### src/hdl/ascl_pkg.sv
// ----------------------------------------------------------------------------
// ascl_pkg
// Types, codes and constant words shared by the serial command link.
// ----------------------------------------------------------------------------
package ascl_pkg;

  localparam int WORD_W          = 32;
  localparam int IDX_W           = 8;
  localparam int STORE_WORDS_DEF = 256;

  typedef enum logic [1:0] {
    ACT_XFER = 2'd0,
    ACT_TICK = 2'd1,
    ACT_PULL = 2'd2
  } act_t;

  typedef enum logic [3:0] {
    PH_RESET     = 4'd0,
    PH_SHAKE     = 4'd1,
    PH_WAITCMD   = 4'd2,
    PH_WAITDAT   = 4'd3,
    PH_RESPDAT   = 4'd5,
    PH_RESPERR   = 4'd6,
    PH_WAITEVENT = 4'd8,
    PH_WAITRESP  = 4'd9
  } phase_t;

  localparam logic [7:0] CMD_SETUP    = 8'h17;
  localparam logic [7:0] CMD_VERSION  = 8'h12;
  localparam logic [7:0] CMD_STAT_A   = 8'h11;
  localparam logic [7:0] CMD_STAT_B   = 8'h13;
  localparam logic [7:0] CMD_CONN_ST  = 8'h20;
  localparam logic [7:0] CMD_REJ_A    = 8'h1A;
  localparam logic [7:0] CMD_REJ_B    = 8'h1B;
  localparam logic [7:0] CMD_REJ_C    = 8'h1F;
  localparam logic [7:0] CMD_REJ_D    = 8'h37;
  localparam logic [7:0] CMD_SEND     = 8'h24;
  localparam logic [7:0] CMD_SEND_W   = 8'h25;
  localparam logic [7:0] CMD_WAIT     = 8'h27;
  localparam logic [7:0] ERR_CODE_ONE = 8'h01;

  localparam logic [15:0] RESET_KEY   = 16'h494E;
  localparam logic [15:0] HDR_MARK    = 16'h9966;
  localparam logic [31:0] ERR_HDR     = 32'h996601EE;
  localparam logic [31:0] ACK_BASE    = 32'h99660080;
  localparam logic [31:0] WORD_BUSY   = 32'h80000000;
  localparam logic [31:0] VERSION_VAL = 32'h00830117;
  localparam logic [31:0] SHAKE_FIRST = 32'h494EB6B1;
  localparam logic [31:0] SHAKE_DONE  = 32'hB0BB8001;
  localparam logic [31:0] CONN_VAL    = 32'h01000000;
  localparam logic [31:0] NOTICE_HDR  = 32'h99660027;

  typedef struct packed {
    logic              rd_en;
    logic [IDX_W-1:0]  rd_addr;
    logic              wr_en;
    logic [IDX_W-1:0]  wr_addr;
    logic [WORD_W-1:0] wr_data;
    logic              e0_set;
    logic [WORD_W-1:0] e0_val;
  } store_req_t;

  typedef struct packed {
    logic              res;
    logic              mem;
    logic [WORD_W-1:0] reply;
    logic              set17;
  } beat_res_t;

  function automatic logic [WORD_W:0] shake_lookup(input logic [WORD_W-1:0] w);
    logic [WORD_W:0] r;
    r = '0;
    case (w)
      32'hFFFF494E: r = {1'b1, 32'h494EB6B1};
      32'hB6B1494E: r = {1'b1, 32'h544EB6B1};
      32'hB6B1544E: r = {1'b1, 32'h544EABB1};
      32'hABB1544E: r = {1'b1, 32'h4E45ABB1};
      32'hABB14E45: r = {1'b1, 32'h4E45B1BA};
      32'hB1BA4E45: r = {1'b1, 32'h4F44B1BA};
      32'hB1BA4F44: r = {1'b1, 32'h4F44B0BB};
      32'hB0BB4F44: r = {1'b1, 32'h8001B0BB};
      default:      r = '0;
    endcase
    return r;
  endfunction

endpackage

### src/hdl/ascl_ctrl.sv
// ----------------------------------------------------------------------------
// ascl_ctrl
// Link phase, command and index registers; decodes each beat into a store
// access and, where the beat has one, a reply.
// ----------------------------------------------------------------------------
module ascl_ctrl
  import ascl_pkg::*;
(
  input  logic              clk,
  input  logic              rst,
  input  logic              accept,
  input  logic [1:0]        action,
  input  logic [WORD_W-1:0] word,
  input  logic              upd_en,
  input  logic [7:0]        upd_byte,
  output store_req_t        req,
  output beat_res_t         res
);

  phase_t           phase, phase_next;
  logic [7:0]       command_code, command_code_next;
  logic [7:0]       payload_length, payload_length_next;
  logic [IDX_W-1:0] word_index, word_index_next;
  logic [7:0]       timeout_setting;
  logic [7:0]       frames_left, frames_left_next;
  logic             pull_pending, pull_pending_next;

  logic [7:0]       timeout_eff;
  logic [IDX_W-1:0] idx_plus;
  logic [WORD_W:0]  shake_hit;

  logic [7:0]        fin_cmd;
  logic [7:0]        fin_len;
  logic              fin_err;
  logic              fin_ret;
  logic              fin_e0;
  logic [WORD_W-1:0] fin_e0_val;
  logic              fin_set17;
  logic              fin_wait;

  logic              do_finish;
  logic              do_deliver;
  logic [IDX_W-1:0]  dlv_plus;

  assign timeout_eff = upd_en ? upd_byte : timeout_setting;
  assign idx_plus    = word_index + IDX_W'(1);
  assign shake_hit   = shake_lookup(word);

  always_comb begin
    fin_cmd    = (phase == PH_WAITCMD) ? word[7:0] : command_code;
    fin_len    = (phase == PH_WAITCMD) ? 8'd0 : payload_length;
    fin_err    = 1'b0;
    fin_ret    = 1'b0;
    fin_e0     = 1'b0;
    fin_e0_val = '0;
    fin_set17  = 1'b0;
    case (fin_cmd)
      CMD_SETUP:   fin_set17 = 1'b1;
      CMD_VERSION: begin
        fin_ret    = 1'b1;
        fin_e0     = 1'b1;
        fin_e0_val = VERSION_VAL;
      end
      CMD_STAT_A, CMD_STAT_B: begin
        fin_ret    = 1'b1;
        fin_e0     = 1'b1;
      end
      CMD_CONN_ST: begin
        fin_ret    = 1'b1;
        fin_e0     = 1'b1;
        fin_e0_val = CONN_VAL;
      end
      CMD_REJ_A, CMD_REJ_B, CMD_REJ_C, CMD_REJ_D: fin_err = 1'b1;
      CMD_SEND, CMD_SEND_W: fin_err = (fin_len != 8'd0);
      default: ;
    endcase
    fin_wait = (fin_cmd == CMD_WAIT) || (fin_cmd == CMD_REJ_D) || (fin_cmd == CMD_SEND_W);
  end

  always_comb begin
    phase_next          = phase;
    command_code_next   = command_code;
    payload_length_next = payload_length;
    word_index_next     = word_index;
    frames_left_next    = frames_left;
    pull_pending_next   = pull_pending;
    req                 = '0;
    req.rd_en           = accept;
    res                 = '0;
    do_finish           = 1'b0;
    do_deliver          = 1'b0;
    dlv_plus            = '0;
    if (accept) begin
      case (action)
        ACT_XFER: begin
          res.res = 1'b1;
          case (phase)
            PH_RESET: begin
              if (word[15:0] == RESET_KEY) begin
                phase_next = PH_SHAKE;
                res.reply  = SHAKE_FIRST;
              end
            end
            PH_SHAKE: begin
              if (word == SHAKE_DONE) begin
                phase_next = PH_WAITCMD;
                res.reply  = WORD_BUSY;
              end else if (shake_hit[WORD_W]) begin
                res.reply = shake_hit[WORD_W-1:0];
              end
            end
            PH_WAITCMD: begin
              res.reply = WORD_BUSY;
              if (word[31:16] == HDR_MARK) begin
                payload_length_next = word[15:8];
                command_code_next   = word[7:0];
                word_index_next     = '0;
                if (word[15:8] != 8'd0) begin
                  phase_next = PH_WAITDAT;
                end else begin
                  do_finish = 1'b1;
                end
              end
            end
            PH_WAITDAT: begin
              req.wr_en       = 1'b1;
              req.wr_addr     = word_index;
              req.wr_data     = word;
              word_index_next = idx_plus;
              res.reply       = WORD_BUSY;
              if (idx_plus == payload_length) begin
                do_finish = 1'b1;
              end
            end
            PH_RESPERR: begin
              phase_next = PH_WAITCMD;
              res.reply  = {24'd0, command_code};
            end
            PH_RESPDAT: begin
              req.rd_addr     = word_index;
              res.mem         = 1'b1;
              word_index_next = idx_plus;
              if (idx_plus == payload_length) begin
                phase_next = PH_WAITCMD;
              end
            end
            default: ;
          endcase
        end
        ACT_TICK: begin
          if (phase != PH_RESET) begin
            do_deliver = 1'b1;
            if (phase == PH_WAITEVENT && frames_left != 8'd0) begin
              frames_left_next = frames_left - 8'd1;
              if (frames_left == 8'd1) begin
                req.e0_set          = 1'b1;
                req.e0_val          = NOTICE_HDR;
                req.wr_en           = 1'b1;
                req.wr_addr         = IDX_W'(1);
                req.wr_data         = WORD_BUSY;
                word_index_next     = '0;
                payload_length_next = 8'd2;
                phase_next          = PH_WAITRESP;
              end
            end
          end
        end
        ACT_PULL: begin
          if (phase == PH_WAITEVENT || phase == PH_WAITRESP) begin
            pull_pending_next = 1'b1;
            do_deliver        = 1'b1;
          end
        end
        default: ;
      endcase
    end

    if (do_finish) begin
      word_index_next = '0;
      req.e0_set      = fin_e0;
      req.e0_val      = fin_e0_val;
      req.rd_addr     = '0;
      res.set17       = fin_set17;
      if (fin_err) begin
        phase_next        = PH_RESPERR;
        command_code_next = ERR_CODE_ONE;
        res.reply         = ERR_HDR;
      end else begin
        payload_length_next = {7'd0, fin_ret};
        res.reply           = ACK_BASE | {23'd0, fin_ret, fin_cmd};
        if (fin_wait) begin
          phase_next       = PH_WAITEVENT;
          frames_left_next = timeout_eff;
        end else if (fin_ret) begin
          phase_next = PH_RESPDAT;
        end else begin
          phase_next = PH_WAITCMD;
        end
      end
    end

    if (do_deliver && phase_next == PH_WAITRESP && pull_pending_next) begin
      pull_pending_next = 1'b0;
      req.rd_addr       = word_index_next;
      res.res           = 1'b1;
      res.mem           = 1'b1;
      dlv_plus          = word_index_next + IDX_W'(1);
      word_index_next   = dlv_plus;
      if (dlv_plus == payload_length_next) begin
        phase_next = PH_WAITCMD;
      end
    end
  end

  always_ff @(posedge clk) begin
    if (rst) begin
      phase           <= PH_RESET;
      command_code    <= '0;
      payload_length  <= '0;
      word_index      <= '0;
      timeout_setting <= '0;
      frames_left     <= '0;
      pull_pending    <= 1'b0;
    end else begin
      phase           <= phase_next;
      command_code    <= command_code_next;
      payload_length  <= payload_length_next;
      word_index      <= word_index_next;
      timeout_setting <= timeout_eff;
      frames_left     <= frames_left_next;
      pull_pending    <= pull_pending_next;
    end
  end

endmodule

### config.mk
export PLATFORM = sky130hd
export DESIGN_NAME = ascl_ctrl
export DESIGN_NICKNAME = d
export VERILOG_FILES = /design/src/hdl/ascl_pkg.sv /design/src/hdl/ascl_ctrl.sv
export SDC_FILE = /design/constraint.sdc
export NUM_CORES = 1
export LEC_CHECK = 0
export BUFFER_PORTS_ARGS = -buffer_cell sky130_fd_sc_hd__buf_2
export CORE_MARGIN = 2
export CORE_UTILIZATION = 49
export DETAILED_ROUTE_END_ITERATION = 16
export GPL_TIMING_DRIVEN = 0
export PLACE_DENSITY_LB_ADDON = 0.25
export SETUP_SLACK_MARGIN = 0.4
export SYNTH_ARGS = -nofsm -noshare
export SYNTH_HDL_FRONTEND = slang
export SYNTH_SLANG_ARGS = --single-unit
### constraint.sdc
create_clock -name clk -period 11.61 [get_ports clk]
set_input_delay 1.161 -clock clk [delete_from_list [all_inputs] [get_ports clk]]
set_output_delay 1.161 -clock clk [all_outputs]
set_load 0.01 [all_outputs]
======== Word-level counts from Yosys, hierarchy flattened ========
Index checks and enable logic that the tools add are counted.
storage, ports and cells
  flip-flop bits (word level) ............. 45
  input bits .............................. 46
operators by class
  multiplexer cells ....................... 91
  reductions and logical operators ........ 18
  add/sub/neg operators ................... 3
  equal/unequal tests ..................... 36
operators by type and width
  cell                                                                     number
  32-bit equality test, second input constant                              9
  8-bit two-way mux                                                        35
  33-bit case mux with 8 select lines                                      1
  74-bit two-way mux                                                       3
  32-bit case mux with 4 select lines                                      1
  33-bit two-way mux                                                       3
  82-bit two-way mux                                                       1
  41-bit case mux with 2 select lines                                      1
  34-bit two-way mux                                                       2
  32-bit two-way mux                                                       2
  8-bit by 5-bit equality test with 1-bit output, second input constant    7
  4-bit two-way mux                                                        14
  25-bit case mux with 2 select lines                                      1
  8-bit case mux with 2 select lines                                       3
  41-bit two-way mux                                                       1
  8-bit by 6-bit equality test with 1-bit output, second input constant    5
  31-bit two-way mux                                                       1
  8-bit nonzero test                                                       3
  4-bit case mux with 5 select lines                                       1
  8-bit by 1-bit adder with 8-bit output, second input constant            2
  16-bit by 15-bit equality test with 1-bit output, second input constant  1
  16-bit equality test, second input constant                              1
  8-bit equality test                                                      2
  1-bit two-way mux                                                        14
  other kinds (20)                                                         34

======== Logic depth before layout (Yosys ltp) ========
  word-level depth ........................ 13
  depth in mapped cells ................... 16
  depth with buffers taken out ............ 14

======== Worst setup path before layout ========
No wires, ideal clock.
  kind .................................... input-to-output
  start ................................... input port action[0]
  end ..................................... output port req[17] (netlist name)
  slack ................................... 6481 ps
  buffers on the path ..................... 4
  cell stages on the path ................. 14
  data arrival time ....................... 3968 ps
  path through ............................ inv_1 ha_1 buf_2 nand2_1 or3_1 buf_4 nor3_4 nor2_2 inv_1 clkbuf_1 nand2_1 nor3_1 or2_2 buf_4
RTL lines
  item                RTL line         RTL
  start: declaration  ascl_ctrl.sv:12  input logic [1:0] action,
  end: declaration    ascl_ctrl.sv:16  output store_req_t req,

==> out/metrics.cfg <==
[status]
status=complete, no violations

[critical_path]
max_stage_delay_ns=0.69
crit_start=action[0]
crit_path_cell_trace=buf_2 > inv_1 > ha_1 > buf_2 > nand2_1 > nor4_2 > o2111a_1 > nor2_2 > inv_1 > clkbuf_1 > nand2_1 > nor3_1 > or2_2 > buf_4 > buf_2
crit_top_cell=buf_2
critPathTopFamily=simple AND/OR/NAND/NOR gates
cp.arrival_ns=5.25
worst_setup_path_end_kind=output port
critPathLaunchType=primary input
worst-path-max-fanout=10
crit_buf_inv=7
r2r-start=word_index[1]$_SDFF_PP0_
crit_required_ns=10.45
cp_slowest_cell=nor4_2
crit_type=in -> out

[logic_synthesis]
synth_top_family_by_area=simple AND/OR/NAND/NOR gates
synth_compound_area_share_pct=20.3
ys_warn_count=0
synth.most_common_cell=nand2_1
synth_area_um2=4900
synthTopCellsByCount=nand2_1, nor2_1, and2_1, dfxtp_1, buf_4
synthFlopType=dfxtp_1
synth-simple-area-share_pct=40.6
yosys.area.top_type_share_pct=18.4
yosys.area.top_type=dfxtp_1
synth_cell_type_count=93
ys_top_cells_by_area=dfxtp_1, nand2_1, buf_4
ys_seq_elements=45
ys_seq_area_share_pct=18.4
synthAdderAreaFrac_pct=1.79
async_flop_share_pct=0
syn_avg_cell_area_um2=7.25
synth_xor_area_share_pct=6.56
synth_cells=676
synthMuxAreaShare_pct=2.09
synth_edf_count=0

[detailed_routing]
dr.pass1.iters=5
ant_nets=0
routedWlPerCell_um=17.5
vias_per_cell=5.70
vias=5568
drc_errors=0
drt_iter0_markers=490
wirelength_um=17100

[die]
die_area_um2=10800
ios=164
die_y_um=104
die_w_um=104
core_area_um2=9730
rows=36
start_util_pct=50.4

[power]
power.total_w=0.000301
p_per_area_nw_per_um2=50.7
leakagePower_nw=2.79
peakVddDrop_mv=0.0747

[finish]
area_growth_pct=21.0
stdcell_count=976
antennaDiodeCount=0
layout-drive-gt1-share_pct=28.1
nNetsFinal=895

[run]
max_cap_violations=0

[worst_hold_path]
hp-start=command_code[7]$_SDFF_PP0_
holdCritPathClass=reg -> reg

[global_route]
grt.overflow.total=0
grt_pass1_wl_um=27000
grt_max_degree=16
grt_pass1_vias=5271
antenna_found_initial=0
grt_usage_pct=30.6

[sta]
grt_setup_unrepaired=no
slew_viol_final=0
setup_violations=0
finalCriticalPeriod_ns=6.41
maxSlewHeadroom_pct=33.8
layout_setup_ws_ns=5.20
fin_hold_ws_ns=0.495
clock_skew_ns=0.00499
worst_slew_pin_slew_ns=0.979
fmax_ghz=0.156
hold_viol=0
tns_ns=0
finalCritPeriodShare_pct=55.2

[placed_design]
portBuffers=140
pre_cts_ws_ns=5.24
dp.final_hpwl_um=13700
place_congestion=0.961
dp_cells=968

[clocking]
clock_path_buffers=2
postCtsSetupBuffers=0
ctsResizeCount=0
cts_buffers=5
clkLatencyLatePin_ns=0.31
clockRootBuffer=clkbuf_8
cts_hold_buf=0
cts_num_sinks=45
cts_tree=yes
path_clk_slew_ns=0.09
htree_levels=2

[layout by cell type, fill, tap and decap left out, types with 14 or more instances in the layout]
cell type  count
a21oi_1       33
and2_1        45
buf_2        147
buf_4         40
clkbuf_1      17
conb_1        20
dfxtp_1       45
inv_1         16
nand2_1       82
nand3_1       23
nor2_1        66
nor3_1        22
o21ai_0       20
xnor2_1       19
xor2_1        14
[cell type report]
| class | count | area [um2] |
|---|---|---|
| buffer | 67 | 433 |
| clock buffer | 5 | 68.8 |
| multi-input combinational | 566 | 3580 |
| clock inverter | 3 | 21.3 |
| fill | 950 | 3800 |
| sequential | 45 | 901 |
| inverter | 17 | 63.8 |
| timing repair buffer | 140 | 701 |
| tap | 133 | 166 |
[worst paths after layout]
| path | to | slack (ns) | cells after the start |
|---|---|---|---|
| worst max register to register | phase[0]$_SDFF_PP0_ | 7.21 | 12 |
| worst min-delay path | command_code[7]$_SDFF_PP0_ | 0.50 | 2 |
| worst max-delay path | req[2] | 5.20 | 15 |
| worst min register to register | command_code[7]$_SDFF_PP0_ | 0.50 | 2 |
[worst min-delay path, cell delays in order, from the launching register on]
cell and delay, ns:
dfxtp_1 0.34, nand2_1 0.06, a21oi_1 0.05
[state kept, by name (all words and copies together) (netlist names)]
signal           count
word_index           8
payload_length       8
pull_pending         1
phase                4
command_code         8
timeout_setting      8
frames_left          8
[metrics by stage]
| step | utilization (%) | area (um2) |
|---|---|---|
| floorplan | - | 4970 |
| global placement | 60.0 | 5840 |
| detailed placement | 60.0 | 5840 |
| CTS | 61.0 | 5930 |
| global route | 61.0 | 5930 |
| finish | 61.0 | 5930 |
[report_power, final]
| part | total, W | internal (W) | switching, W | leakage (nW) |
|---|---|---|---|---|
| combinational | 0.0000439 | 0.0000170 | 0.0000269 | 2.39 |
| sequential | 0.000156 | 0.000156 | 0.000000523 | 0.364 |
| clock | 0.000100 | 0.0000427 | 0.0000577 | 0.0445 |
| total | 0.000301 | 0.000216 | 0.0000851 | 2.79 |
[per-layer routing]
layer  vias up  GRT usage [%]  share of wire (%)  wire length, um
met4         0           13.5                3.9              660
met3        44           5.89                9.8             1680
met1      2495           38.5                 40             6870
met5         -              0                  0                0
li1       2709              -                  -                -
met2       320           50.8                 46             7840
[cells by family after synthesis]
family | Yosys count
simple gates | 354
mux | 10
fa+ha+maj | 7
other cells | 1
compound gates | 140
xor+xnor | 35
buf+inv | 84
flops | 45
Note: power is estimated with default switching activity, not from simulation.
